File: config.mk
export PLATFORM = sky130hd
export DESIGN_NAME = msam_div_pipe
export DESIGN_NICKNAME = d
export VERILOG_FILES = /design/src/mosaic_slice_address_map_assert.svh /design/src/msam_div_pipe.sv
export SDC_FILE = /design/constraint.sdc
export NUM_CORES = 2
export LEC_CHECK = 0
export ABC_AREA = 1
export BUFFER_PORTS_ARGS = -buffer_cell sky130_fd_sc_hd__buf_2
export CAP_MARGIN = 20
export CORE_MARGIN = 5
export CORE_UTILIZATION = 55
export CTS_BUF_LIST = sky130_fd_sc_hd__clkbuf_8
export DETAILED_ROUTE_END_ITERATION = 8
export PLACE_DENSITY = 0.71
export SYNTH_ARGS = -nofsm -noshare
export SYNTH_HDL_FRONTEND = slang
export SYNTH_SLANG_ARGS = --single-unit
File: constraint.sdc
create_clock -name clk_i -period 3.4 [get_ports clk_i]
set_input_delay 0.85 -clock clk_i [delete_from_list [all_inputs] [get_ports clk_i]]
set_output_delay 0.85 -clock clk_i [all_outputs]
set_load 0.1 [all_outputs]
File: src/mosaic_slice_address_map_assert.svh
// Assertion macros for the mosaic slice address map.
// Uses clk_i and rst_ni of the including module; no other dependencies.
`ifndef MOSAIC_SLICE_ADDRESS_MAP_ASSERT_SVH
`define MOSAIC_SLICE_ADDRESS_MAP_ASSERT_SVH

// Check a property on every clock edge outside reset.
`define MSAM_ASSERT(lbl, prop, msg) \
  lbl: assert property (@(posedge clk_i) disable iff (!rst_ni) (prop)) else $error(msg);

// Check that an antecedent implies a consequent in the same cycle.
`define MSAM_ASSERT_IMP(lbl, ante, cons, msg) \
  lbl: assert property (@(posedge clk_i) disable iff (!rst_ni) (ante) |-> (cons)) \
    else $error(msg);

`endif

File: src/msam_div_pipe.sv
// Pipelined restoring divider, one quotient bit per register stage.
// Stand-alone; carries a sideband vector alongside the operands.
module msam_div_pipe #(
  parameter int NW  = 24,
  parameter int DW  = 20,
  parameter int SBW = 1
) (
  input  logic           clk_i,
  input  logic           rst_ni,
  input  logic           in_valid_i,
  input  logic [NW-1:0]  num_i,
  input  logic [DW-1:0]  den_i,
  input  logic [SBW-1:0] sb_i,
  output logic           out_valid_o,
  output logic [NW-1:0]  quo_o,
  output logic [DW-1:0]  rem_o,
  output logic [SBW-1:0] sb_o
);

  logic [NW-1:0]           vld_q;
  logic [NW-1:0][NW-1:0]   num_q;
  logic [NW-1:0][DW-1:0]   den_q;
  logic [NW-1:0][DW-1:0]   rem_q;
  logic [NW-1:0][NW-1:0]   quo_q;
  logic [NW-1:0][SBW-1:0]  sb_q;

  for (genvar g = 0; g < NW; g++) begin : g_stage
    logic           v_in;
    logic [NW-1:0]  n_in;
    logic [DW-1:0]  d_in;
    logic [DW-1:0]  r_in;
    logic [NW-1:0]  q_in;
    logic [SBW-1:0] s_in;
    logic [DW:0]    trial;
    logic [DW:0]    diff;
    logic           ge;
    logic [DW-1:0]  rem_d;
    logic [NW-1:0]  quo_d;

    if (g == 0) begin : g_first
      assign v_in = in_valid_i;
      assign n_in = num_i;
      assign d_in = den_i;
      assign r_in = '0;
      assign q_in = '0;
      assign s_in = sb_i;
    end else begin : g_next
      assign v_in = vld_q[g-1];
      assign n_in = num_q[g-1];
      assign d_in = den_q[g-1];
      assign r_in = rem_q[g-1];
      assign q_in = quo_q[g-1];
      assign s_in = sb_q[g-1];
    end

    always_comb begin
      trial = {r_in, n_in[NW-1-g]};
      diff  = trial - {1'b0, d_in};
      ge    = (trial >= {1'b0, d_in});
      rem_d = ge ? diff[DW-1:0] : trial[DW-1:0];
      quo_d = q_in;
      quo_d[NW-1-g] = ge;
    end

    always_ff @(posedge clk_i or negedge rst_ni) begin
      if (!rst_ni) begin
        vld_q[g] <= 1'b0;
      end else begin
        vld_q[g] <= v_in;
      end
    end

    always_ff @(posedge clk_i) begin
      num_q[g] <= n_in;
      den_q[g] <= d_in;
      rem_q[g] <= rem_d;
      quo_q[g] <= quo_d;
      sb_q[g]  <= s_in;
    end
  end

  assign out_valid_o = vld_q[NW-1];
  assign quo_o       = quo_q[NW-1];
  assign rem_o       = rem_q[NW-1];
  assign sb_o        = sb_q[NW-1];

endmodule

==> results.cfg <==
[flow_run]
timing.max_cap.violations = 0

[timing]
skew_ns = 0.0599
tightest_slew_ns = 0.546
max_freq_ghz = 0.386
period_share_pct = 76.2
whs_ns = 0.111
rsz0062_at_grt = false
finalHoldViolCount = 0
fin_setup_tns_ns = 0
finalCriticalPeriod_ns = 2.59
slew_headroom_pct = 63.6
maxSlewViolCount = 0
setup_viol = 0

[power_and_ir_drop]
power_per_cell_area_nw_per_um2 = 767
p_seq_share_pct = 37.9
p_clk_share_pct = 29.4
vdd.ir_drop.worst_v = 0.000520
internal-power_w = 0.0369
netSwitchingFraction_pct = 37.4
pwr-share-comb_pct = 32.8
total_leakage_power_nw = 42.0
power_switching_w = 0.0221

[critical_path]
path_class = reg -> out
endpoint_kind = primary output
start_kind = flip-flop
crit_fanout = 1
worst-path-buf-inv = 1
path_delay_family = buffers and inverters
slowest_delay_ns = 0.44
cp_data_required_time_ns = 2.55
cp_slowest_cell = buf_2
worstPathArrival_ns = 1.74
path_cells = buf_2

[finish]
num-nets-final = 10100
seq_area_um2 = 31400
design_area_um2 = 76900
utilization_pct = 61.5
area_growth_syn_to_layout_pct = 11.4
n_fill_cell = 11500
drive_above_1_share_pct = 6.55
multi_input_area_um2 = 31000

[synthesis]
yosysTopAreaCell = dfxtp_1
ys_types = 34
synth_flop_cell = dfxtp_1
syn_area_um2 = 69000
synth_top_area_share_pct = 44.7
synthArstFlopShare_pct = 1.53
syn_area_per_cell_um2 = 7.42
synth_edf_count = 0
synth_common_cells = nand2_1 (3385), dfxtp_1 (1540), inv_1 (1523)
yosys_warnings = 0
yosys-top-cells-area = dfxtp_1 (45%), nand2_1 (18%), ha_1 (8.4%)
yosysMostFrequentCell = nand2_1
syn_inst = 9303
ys_seq_area_share_pct = 45.5
synth-seq-cells = 1564
synth_nets = 9836

[cts]
clock_path_buffers = 3
cts_setup_buffers = 0
cts_buffers = 237
cts.sinks = 1564
cts.clk_slew.worst_paths_ns = 0.06
cts_tree = done
htreeDepth = 4
clk_latency_ns = 0.98
cts_root_buffer = clkbuf_8

[placement]
place_congestion = 0.931
io_buffers = 93
dpl_cell_area_um2 = 70900
dp_hpwl_mm = 134

[die]
die_h_um = 364
ioPinCount = 94
coreArea_um2 = 125000
dieArea_um2 = 133000
row_count = 130
start_util_pct = 55.2
die_w_um = 364

[run_status]
status = finished, final reports clean

[routing]
vias = 55400
drt_wl_total_mm = 171
avgViaCountPerCell = 4.84
drtAntennaViolNets = 0
drc = 0
avgRoutedWirePerCell_um = 14.9
drt_iter0_markers = 4114
first_pass_iters = 5

[min_path]
hold_path.class = in -> reg

[global_routing]
grt_max_degree = 25
overflow = 0
antenna_found_initial = 1
grtUsageTotal_pct = 25.4
grt_pass1_wl_mm = 270
grt_pass1_vias = 51800
==> cell type report <==
class                   count  area share (%)
flip-flops and latches   1564            40.9
multi-input cells        6100            40.3
inverters                1568            7.73
clock buffers             300            5.37
well taps                1650            2.69
clock inverters           138            1.85
repair buffers            140            1.21
diodes                      1         0.00326
==> power by group through the flow <==
stage	sequential (W)	clock, W	combinational [W]
after global placement	0.0227	0	0.0188
after detailed placement	0.0227	0	0.0190
after global routing	0.0225	0.0187	0.0219
final	0.0223	0.0173	0.0193
after floorplan	0.0233	0	0.0141
after CTS	0.0224	0.0178	0.0192
==> kinds of logic after synthesis <==
kind of cell	count (synthesis)	share of synthesized area, %
xor+xnor	214	2.72
simple gates	4948	29.6
flops	1564	45.5
fa+ha+maj	485	9.04
compound gates	453	3.49
buf+inv	1639	9.62
==> final timing paths <==
check,cells after the start,slack [ns],startpoint,to
max in group asynchronous,2,2.57,rst_ni,g_stage[3].v_in
hold reg to reg,0,0.29,g_stage[23].q_in[21],quo_o[21]
setup reg to reg,13,1.04,g_stage[3].d_in[3],g_stage[4].r_in[17]
min in group asynchronous,2,0.41,rst_ni,g_stage[22].v_in
setup / recovery,1,0.81,quo_o[18],quo_o[18]
hold / removal,1,0.11,den_i[11],g_stage[1].d_in[11]
==> registers in the layout (all words and copies together) (netlist names) <==
signal,cells
g_stage.d_in,460
g_stage.n_in,276
g_stage.q_in,276
g_stage.r_in,460
g_stage.s_in,23
g_stage.v_in,23
out_valid_o,1
quo_o,24
rem_o,20
sb_o,1
==> per-layer routing <==
layer,track usage [%],up-vias,part of all wire (%),wire (µm)
met5,0,-,0,0
met4,7.09,0,2.3,3910
met3,4.06,279,5.6,9600
met2,42.5,1380,46,78200
met1,34.2,24700,46,78900
li1,-,29100,-,-
==> stage by stage <==
step | std cells | total power [W] | setup WS, ns
final | 11500 | 0.0589 | 0.810
after global routing | 11500 | 0.0631 | 0.685
after CTS | 11500 | 0.0593 | 0.668
after floorplan | 9303 | 0.0373 | 1.32
after global placement | 11000 | 0.0416 | 0.955
after detailed placement | 11000 | 0.0417 | 1.02
==> cell usage in the layout (no fill, tap or decap), types with 5 or more instances in the layout <==
| cell type | Yosys | routed |
|---|---|---|
| clkbuf_8 | 0 | 300 |
| nor3_2 | 14 | 14 |
| xnor2_1 | 26 | 26 |
| nand3_1 | 583 | 583 |
| inv_4 | 23 | 23 |
| buf_2 | 0 | 93 |
| dfrtp_1 | 24 | 24 |
| a21oi_1 | 303 | 303 |
| nand2_2 | 37 | 37 |
| inv_12 | 0 | 6 |
| o21ai_1 | 13 | 13 |
| nand3b_1 | 118 | 118 |
| nand2_1 | 3385 | 3385 |
| xor2_1 | 188 | 188 |
| fa_1 | 23 | 23 |
| bufinv_16 | 0 | 24 |
| clkinvlp_4 | 0 | 6 |
| o21bai_1 | 17 | 17 |
| dlygate4sd3_1 | 0 | 44 |
| inv_2 | 22 | 22 |
| nor3_1 | 68 | 68 |
| dfxtp_1 | 1540 | 1540 |
| nor2_1 | 658 | 658 |
| a21oi_2 | 12 | 12 |
| clkinv_2 | 0 | 35 |
| nor2_2 | 13 | 13 |
| o21ai_0 | 85 | 85 |
| inv_1 | 1523 | 1580 |
| nand3_2 | 19 | 19 |
| nand4_1 | 25 | 25 |
| nand2_4 | 23 | 23 |
| o21a_1 | 22 | 22 |
| inv_16 | 0 | 5 |
| ha_1 | 462 | 462 |
==> repair_timing <==
item | in CTS | in global routing
endpoints found under the hold margin | 67 | 0
hold buffers | 44 | 0
resized for setup | 0 | 0
No activity file was read; power rests on OpenSTA's default activity.
