--- src/mosaic_slice_address_map_assert.svh ---
// Assertion macros for the mosaic slice address map.
// Uses clk_i and rst_ni of the including module; no other dependencies.
`ifndef MOSAIC_SLICE_ADDRESS_MAP_ASSERT_SVH
`define MOSAIC_SLICE_ADDRESS_MAP_ASSERT_SVH

// Check a property on every clock edge outside reset.
`define MSAM_ASSERT(lbl, prop, msg) \
  lbl: assert property (@(posedge clk_i) disable iff (!rst_ni) (prop)) else $error(msg);

// Check that an antecedent implies a consequent in the same cycle.
`define MSAM_ASSERT_IMP(lbl, ante, cons, msg) \
  lbl: assert property (@(posedge clk_i) disable iff (!rst_ni) (ante) |-> (cons)) \
    else $error(msg);

`endif

--- src/msam_sqrt_pipe.sv ---
// Pipelined digit-by-digit integer square root, one root bit per stage.
// Stand-alone; carries a sideband vector alongside the operand.
module msam_sqrt_pipe #(
  parameter int IW  = 24,
  parameter int SBW = 1,
  localparam int RW = (IW + 1) / 2
) (
  input  logic           clk_i,
  input  logic           rst_ni,
  input  logic           in_valid_i,
  input  logic [IW-1:0]  rad_i,
  input  logic [SBW-1:0] sb_i,
  output logic           out_valid_o,
  output logic [RW-1:0]  root_o,
  output logic           exact_o,
  output logic [SBW-1:0] sb_o
);

  logic [RW-1:0]                vld_q;
  logic [RW-1:0][2*RW-1:0]      rad_q;
  logic [RW-1:0][RW+1:0]        rem_q;
  logic [RW-1:0][RW-1:0]        root_q;
  logic [RW-1:0][SBW-1:0]       sb_q;

  for (genvar g = 0; g < RW; g++) begin : g_stage
    logic            v_in;
    logic [2*RW-1:0] x_in;
    logic [RW+1:0]   r_in;
    logic [RW-1:0]   q_in;
    logic [SBW-1:0]  s_in;
    logic [RW+3:0]   trial;
    logic [RW+3:0]   sub;
    logic            ge;
    logic [RW+3:0]   diff;
    logic [RW+1:0]   rem_d;
    logic [RW-1:0]   root_d;

    if (g == 0) begin : g_first
      assign v_in = in_valid_i;
      assign x_in = (2*RW)'(rad_i);
      assign r_in = '0;
      assign q_in = '0;
      assign s_in = sb_i;
    end else begin : g_next
      assign v_in = vld_q[g-1];
      assign x_in = rad_q[g-1];
      assign r_in = rem_q[g-1];
      assign q_in = root_q[g-1];
      assign s_in = sb_q[g-1];
    end

    always_comb begin
      trial  = {r_in, x_in[2*RW-1-2*g -: 2]};
      sub    = {2'b00, q_in, 2'b01};
      ge     = (trial >= sub);
      diff   = trial - sub;
      rem_d  = ge ? diff[RW+1:0] : trial[RW+1:0];
      root_d = {q_in[RW-2:0], ge};
    end

    always_ff @(posedge clk_i or negedge rst_ni) begin
      if (!rst_ni) begin
        vld_q[g] <= 1'b0;
      end else begin
        vld_q[g] <= v_in;
      end
    end

    always_ff @(posedge clk_i) begin
      rad_q[g]  <= x_in;
      rem_q[g]  <= rem_d;
      root_q[g] <= root_d;
      sb_q[g]   <= s_in;
    end
  end

  assign out_valid_o = vld_q[RW-1];
  assign root_o      = root_q[RW-1];
  assign exact_o     = (rem_q[RW-1] == '0);
  assign sb_o        = sb_q[RW-1];

endmodule

--- config.mk ---
export PLATFORM = sky130hd
export DESIGN_NAME = msam_sqrt_pipe
export DESIGN_NICKNAME = d
export VERILOG_FILES = /design/src/mosaic_slice_address_map_assert.svh /design/src/msam_sqrt_pipe.sv
export SDC_FILE = /design/constraint.sdc
export NUM_CORES = 1
export LEC_CHECK = 0
export BUFFER_PORTS_ARGS = -buffer_cell sky130_fd_sc_hd__buf_2
export CORE_ASPECT_RATIO = 1.25
export CORE_MARGIN = 2
export CORE_UTILIZATION = 60
export CTS_CLUSTER_SIZE = 30
export DETAILED_ROUTE_END_ITERATION = 8
export PLACE_DENSITY = 0.74
export SYNTH_ARGS = -nofsm -noshare
export SYNTH_HDL_FRONTEND = slang
export SYNTH_SLANG_ARGS = --single-unit
--- constraint.sdc ---
create_clock -name clk_i -period 7.39 [get_ports clk_i]
set_input_delay 0.739 -clock clk_i [delete_from_list [all_inputs] [get_ports clk_i]]
set_output_delay 0.739 -clock clk_i [all_outputs]
set_load 0.02 [all_outputs]
==> results of run 1 <==
path summary, 6_finish.rpt:
kind | cells past startpoint | to | slack, ns | startpoint
max in group asynchronous | 1 | g_stage[4].v_in | 7.10 | rst_ni
min reg2reg | 0 | g_stage[4].x_in[14] | 0.32 | g_stage[3].x_in[14]
min | 1 | g_stage[11].v_in | 0.07 | rst_ni
max | 7 | g_stage[11].r_in[4] | 4.55 | g_stage[10].q_in[0]
max reg2reg | 7 | g_stage[11].r_in[4] | 4.55 | g_stage[10].q_in[0]
min in group clk_i | 1 | g_stage[1].x_in[20] | 0.31 | rad_i[20]
worst max-delay path: cells and delay by family (launching register included):
| kind | cells | cell delay, ns |
|---|---|---|
| buffers and inverters | 1 | 0.04 |
| AND/OR/NAND/NOR | 2 | 0.84 |
| flip-flops | 1 | 0.32 |
| adder cells (fa/ha/maj) | 1 | 0.33 |
| AO/OA/AOI/OAI | 2 | 0.68 |
| multiplexers | 1 | 0.52 |
metrics by stage:
stage	power [mW]	area (µm²)	setup slack, ns
finish	5.80	15600	4.55
floorplan	3.64	13800	5.06
CTS	5.84	15600	4.56
global route	6.12	15600	4.28
detailed placement	3.93	14300	4.59
global placement	3.90	14300	4.66
routing by layer:
metal	GRT usage (%)	wire [µm]	vias up
met5	0	0	-
met4	8.38	863	0
met3	3.12	751	58
met2	38.5	12700	148
met1	21.8	9710	4214
li1	-	-	4572
registers in the layout (all words and copies together), names as in the netlist:
signal        flops
g_stage.r_in    140
g_stage.q_in     66
sb_o              1
out_valid_o       1
root_o           12
rem_q            14
g_stage.x_in    132
g_stage.v_in     11
g_stage.s_in     11
cells by family (layout without fill, tap and decap cells):
group / count (synthesis) / after routing / synth area share, %
compound gates: 238 / 238 / 11.0
xor+xnor: 105 / 105 / 6.64
fa+ha+maj: 91 / 91 / 8.23
buf+inv: 123 / 215 / 3.53
flops: 388 / 388 / 56.5
mux: 24 / 24 / 1.89
other cells: 1 / 1 / 0.0271
simple gates: 322 / 322 / 12.2
power groups by stage:
stage	Sequential (mW)	Clock (mW)	Combinational (mW)
after global routing	2.77	2.02	1.33
after CTS	2.73	1.94	1.18
after detailed placement	2.77	0	1.16
after global placement	2.77	0	1.13
after floorplan	2.69	0	0.948
final	2.73	1.89	1.18
synth_stat cells, types with 14 or more instances:
cell      count
o21a_1       27
or3_1        17
o21ai_0      57
nor2b_1      14
ha_1         91
xor2_1       58
mux2_2       17
nor2_1       84
a21o_1       19
a21oi_1      68
xnor2_1      47
nor3_1       35
nand2b_1     14
inv_1       107
nor4_1       23
nand2_1      65
dfxtp_1     376
cell type report:
class / instances / share of cell area, %
Multi-Input combinational cell: 781 / 35.5
Clock buffer: 50 / 6.44
Clock inverter: 14 / 1.49
Sequential cell: 388 / 50.2
Inverter: 107 / 2.58
Timing Repair Buffer: 44 / 1.45
Tap cell: 288 / 2.31
layout by cell type (no fill, tap or decap), types with 6 or more instances in the layout:
| master | n |
|---|---|
| a211oi_1 | 6 |
| a21o_1 | 19 |
| a21oi_1 | 68 |
| and4_1 | 7 |
| buf_2 | 42 |
| clkbuf_1 | 9 |
| clkbuf_16 | 36 |
| dfrtp_1 | 12 |
| dfxtp_1 | 376 |
| ha_1 | 91 |
| inv_1 | 107 |
| mux2_2 | 17 |
| mux2i_1 | 7 |
| nand2_1 | 65 |
| nand2b_1 | 14 |
| nand3_1 | 12 |
| nand4_1 | 9 |
| nor2_1 | 84 |
| nor2b_1 | 14 |
| nor3_1 | 35 |
| nor4_1 | 23 |
| o211ai_1 | 8 |
| o21a_1 | 27 |
| o21ai_0 | 57 |
| o21bai_1 | 6 |
| o31a_1 | 7 |
| o31ai_1 | 8 |
| or3_1 | 17 |
| or4_1 | 12 |
| xnor2_1 | 47 |
| xor2_1 | 58 |
==> impl_results.md, run 1 <==
* Status: completed
* Syn Nets at 1,411
* Final-report setup violation count at 0
* Placed instance count at 1,608
* Antenna diodes at 0
* CTS resizes at 0
* Routed len/inst at 14.4 µm
* Net Sw Power at approximately 1.6 mW
* DRC at 0
* Die X at 140 µm
* Sequential share of power at between 40 and 50%
* Die area at 0.0243 mm²
* HP Class: in2async
* GRT overflow at 0
* Row count at 62
* Skew final at approximately 0.020 ns
* Multi-input gate area at 0.00553 mm²
* DRT Pass-1 Iters at 4
* CP Launch Type: flop
* Vias at 8,992
* Tcrit/Tclk final at between 30% and 40%
* YS warnings at 0
* Post-synthesis cell type count at 66
* Crit Path Max Fanout at 23
* PD cells at about 370 mW/mm²
* Layout fillers at 1,740
* Slowest stage delay, CP at 0.67 ns
* Worst EP arrival at 3.24 ns
* Dominant cells by area after synthesis: dfxtp_1 (54%), ha_1 (8.2%), xor2_1 (3.7%), xnor2_1 (3.0%), inv_1 (2.9%)
* Tmin final at 2.84 ns
* Combinational Power Share at about a fifth
* Share of post-route cells with drive strength above 1 at 9.47%
* VDD IR max at 0.000334 V
* Starting Density at approximately 61%
* Synthesized instance count at 1,292
* Max Root-Sink Buffers at 3
* Crit path cell chain: inv_1 -> ha_1 -> nor2b_1 -> o31a_1 -> o311ai_0 -> nand3_1 -> mux2_2
* Later-pin clock latency in the skew report at 0.53 ns
* Leading area contributor after synthesis: dfxtp_1
* Area Overhead vs Synth at 12.5%
* DRT Wirelength at 24,000 µm
* Setup Crit Path Kind: reg2reg
* Sequential area share after synthesis at 56.5%
* IO buf count at 42
* Clk pwr share at 32.6%
* Io pins at 43
* Via/cell ratio at 5.38
* CTS tree: built
* Sequential cell area at 0.00783 mm²
* Hold WS at 0.0748 ns
* Vias in the first global route at 9,045
* Die Ht at 174 µm
* Routability cong. at 0.883
* Post-CTS setup buffers at 0
* Slew Limit Fails at 0
* First-pass GRT wire length at 40,700 µm
* Final Net Count at between 1,000 and 1,500
* CTS Sinks at around 390
* Asr flop ratio synth at slightly above 3%
* Fin cells at between 1,500 and 2,000
* Sw Share at 28.2%
* Number of flops mapped to enable cells by yosys at 0
* CTS buffer count at 36
* Max Cap Viol at 0
* Total global-route track usage at 20.1%
* Critical path's slowest cell: nand3_1
* Synthesized area per cell at 10.7 µm²
* P_int at 4.17 mW
* Core Region at 0.0228 mm²
* Root Buffer: clkbuf_16
* Initial DRC Count at 331
* Antenna violations before repair at 0
* Largest net degree at the start of global routing at 26
* Setup TNS at 0 ns
* Post-CTS Hold Buffers at 0
* Top_reg_cell synth: dfxtp_1
* H-tree Lvls at 2
* Final Hold Vio Count at 0
* Type of destination of the critical path: flop
* Leak at 7.22 nW
* Util after Layout at roughly 68%
* Hpwl dp at between 15,000 and 20,000 µm
* Max Fclk at between 300 and 400 MHz
* Clk slew on worst S/H paths at 0.07 ns
* Max-Slew Margin vs Limit at 37.9%
* Yosys reg bits at 388
* Synth top area share at between 50% and 60%
* Worst EP required at around 7.8 ns
* Post-Synthesis Cell Area at 0.0138 mm²
* RSZ-0062 raised after global routing: false
* Slew @ Worst Pin at 0.931 ns
* ANT nets after route at 0
Note: power is estimated with default switching activity, not from simulation.
==> inputs of run 2 (changes only) <==
- CORE_UTILIZATION: 60 -> 55
- PLACE_DENSITY: 0.74 -> 0.72
- clock period: 7.39 -> 2.4 ns (I/O delays scaled with it)
==> impl_results.md, run 2 (synthesized netlist as in run 1, its figures left out) <==
* Fin area at 0.0163 mm² (+4.3%)
* Commonest non-fill, non-tap cell in the layout: dfxtp_1
* Crit Path Max Fanout at 14 (-39%)
* Clk pwr share at 31.2% (-1.4 points)
* Largest net degree at the start of global routing at 24 (-7.7%)
* Crit path cell chain: inv_1 -> ha_1 -> buf_4 -> nand4_1 -> a211oi_1 -> or3_1 -> o31a_1 -> buf_4 -> nor2_1 -> a21oi_1
* Post-place instance area at 0.0147 mm² (+2.7%)
* Sequential cell area at 0.00783 mm² (unchanged)
* Placed instance count at 1,690 (+5.1%)
* Antenna violations before repair at 0 (unchanged)
* CTS buffer count at 37 (+2.8%)
* Skew final at 0.0113 ns (-0.00920 ns)
* Vias at 9,230 (+2.6%)
* Final Hold Vio Count at 0 (unchanged)
* Max Fclk at 434 MHz (+23%)
* Hpwl dp at 17,900 µm (+3.0%)
* Later-pin clock latency in the skew report at 0.52 ns (about the same)
* Layout fillers at 1,921 (+10%)
* Leak at 7.53 nW (+4.3%)
* Antenna diodes at 0 (unchanged)
* Io pins at 43 (unchanged)
* Starting Density at 56.3% (-4.4 points)
* ANT nets after route at 0 (unchanged)
* Crit path buf inv count at 3 (+2)
* Row count at 64 (+3.2%)
* Max Root-Sink Buffers at 3 (unchanged)
* Max Cap Viol at 0 (unchanged)
* Die Ht at 181 µm (+4.3%)
* DRC at 0 (unchanged)
* VDD IR max at 0.000785 V (+140%)
* Combinational Power Share at 22.2% (+1.9 points)
* HP Class: in2async
* Clk slew on worst S/H paths at 0.06 ns (about the same)
* First-pass GRT wire length at 41,500 µm (+1.9%)
* Worst EP arrival at 2.73 ns (-0.51 ns)
* Sequential share of power at 46.7% (-0.4 points)
* Setup Crit Path Kind: reg2reg
* Routed len/inst at 13.7 µm (-5.0%)
* Total global-route track usage at 18.8% (-1.3 points)
* P_int at 12.9 mW (+210%)
* PD cells at 1110 mW/mm² (+200%)
* Sw Share at 28.4% (+0.16 points)
* Critical path's slowest cell: dfxtp_1
* CTS tree: built
* Multi-input gate area at 0.00557 mm² (+0.81%)
* CTS Sinks at 388 (unchanged)
* Status: completed
* Die X at 146 µm (+4.3%)
* DRT Wirelength at 24,400 µm (+1.5%)
* Tcrit/Tclk final at 96.0% (+58 points)
* Largest register FFs at 140 (unchanged)
* Routability cong. at 0.874 (-0.97%)
* H-tree Lvls at 2 (unchanged)
* CP Launch Type: flop
* Total power at 18.0 mW (+210%)
* GRT overflow at 0 (unchanged)
* Fin cells at 1,785 (+6.8%)
* Most frequent cells in the layout: dfxtp_1 (376), inv_1 (107), ha_1 (90)
* CP most frequent cell: buf_4
* Type of destination of the critical path: flop
* DRT Pass-1 Iters at 5 (+1)
* Net Sw Power at 5.10 mW (+210%)
* Final Net Count at 1,547 (+4.7%)
* Slew @ Worst Pin at 0.532 ns (-0.400 ns)
* IO buf count at 42 (unchanged)
* Via/cell ratio at 5.17 (-3.9%)
* Area Overhead vs Synth at 17.4%
* Delay-heaviest family, CP: compound AO/OA/AOI/OAI gates
* Worst EP required at 2.83 ns (-4.96 ns)
* Vias in the first global route at 9,417 (+4.1%)
* Initial DRC Count at 326 (-1.5%)
* Slowest stage delay, CP at 0.33 ns (-0.34 ns)
* Final-report setup violation count at 0 (unchanged)
* Die area at 0.0265 mm² (+8.9%)
* Slew Limit Fails at 0 (unchanged)
* Share of post-route cells with drive strength above 1 at 12.5% (+3.0 points)
* Max-Slew Margin vs Limit at 64.2% (+26 points)
* Tmin final at 2.30 ns (-0.539 ns)
* Root Buffer: clkbuf_16
* Core Region at 0.0246 mm² (+7.8%)
==> run 2: changes by cell type in the layout (fill, tap and decap cells not counted), sizes merged <==
cell	previous run	this run
bufinv	5	2
dlygate4sd3	0	28
clkinvlp	0	2
buf	44	85
clkbuf	50	53
==> run 2: path summary, 6_finish.rpt <==
path	end	from	cells past startpoint	slack (ns)
setup / recovery	rem_q[158]	g_stage[11].q_in[4]	10	0.1
setup reg to reg	rem_q[158]	g_stage[11].q_in[4]	10	0.1
hold / removal	g_stage[11].v_in	rst_ni	2	0.11
min in group clk_i	g_stage[4].x_in[12]	g_stage[3].x_in[12]	0	0.32
hold reg to reg	g_stage[4].x_in[12]	g_stage[3].x_in[12]	0	0.32
max in group asynchronous	g_stage[3].v_in	rst_ni	2	2.08
==> run 2: power by group through the flow <==
stage / logic, mW / clock network, mW / registers, mW
after floorplan: 2.92 / 0 / 8.29
after global placement: 3.79 / 0 / 8.51
after detailed placement: 3.85 / 0 / 8.53
after CTS: 3.93 / 5.75 / 8.40
after global routing: 4.46 / 6.02 / 8.53
final: 3.98 / 5.60 / 8.39
==> run 2: metrics by stage <==
step                utilization [%]  hold slack, ns  setup TNS (ns)  setup slack [ns]
finish                         66.1           0.110               0            0.0966
global route                   66.1           0.149         -0.0666           -0.0152
CTS                            65.9           0.108               0            0.0101
detailed placement             59.9           0.129               0            0.0232
global placement               59.9           0.119               0            0.0587
floorplan                         -         -0.0556               0            0.0720
==> run 2: routing by layer <==
layer	vias up	global-route usage, %	wire length, µm
met5	-	0	0
met4	0	9.02	1130
met3	79	3.16	858
met2	178	37.1	13000
met1	4261	18.9	9430
li1	4712	-	-
==> run 2: layout make-up <==
cell class                      instances  share of cell area (%)
Inverter                              107                    2.47
Sequential cell                       388                    48.2
Tap cell                              330                    2.54
Timing Repair Buffer                  113                    5.23
Clock buffer                           53                    6.44
Multi-Input combinational cell        781                    34.3
Clock inverter                         13                   0.878
==> run 2: worst reg2reg max path, stage by stage (launching register included) <==
cell	delay (ns)
dfxtp_1	0.33
inv_1	0.05
ha_1	0.30
buf_4	0.15
nand4_1	0.11
a211oi_1	0.34
or3_1	0.19
o31a_1	0.24
buf_4	0.25
nor2_1	0.06
a21oi_1	0.19
==> run 2: repair_timing <==
| action | 4_1_cts | 5_1_grt |
|---|---|---|
| endpoints found under the setup margin | 0 | 29 |
| gates resized for setup | 0 | 12 |
| hold buffers | 28 | 0 |
| endpoints found under the hold margin | 39 | 0 |
| buffers inserted | 0 | 1 |
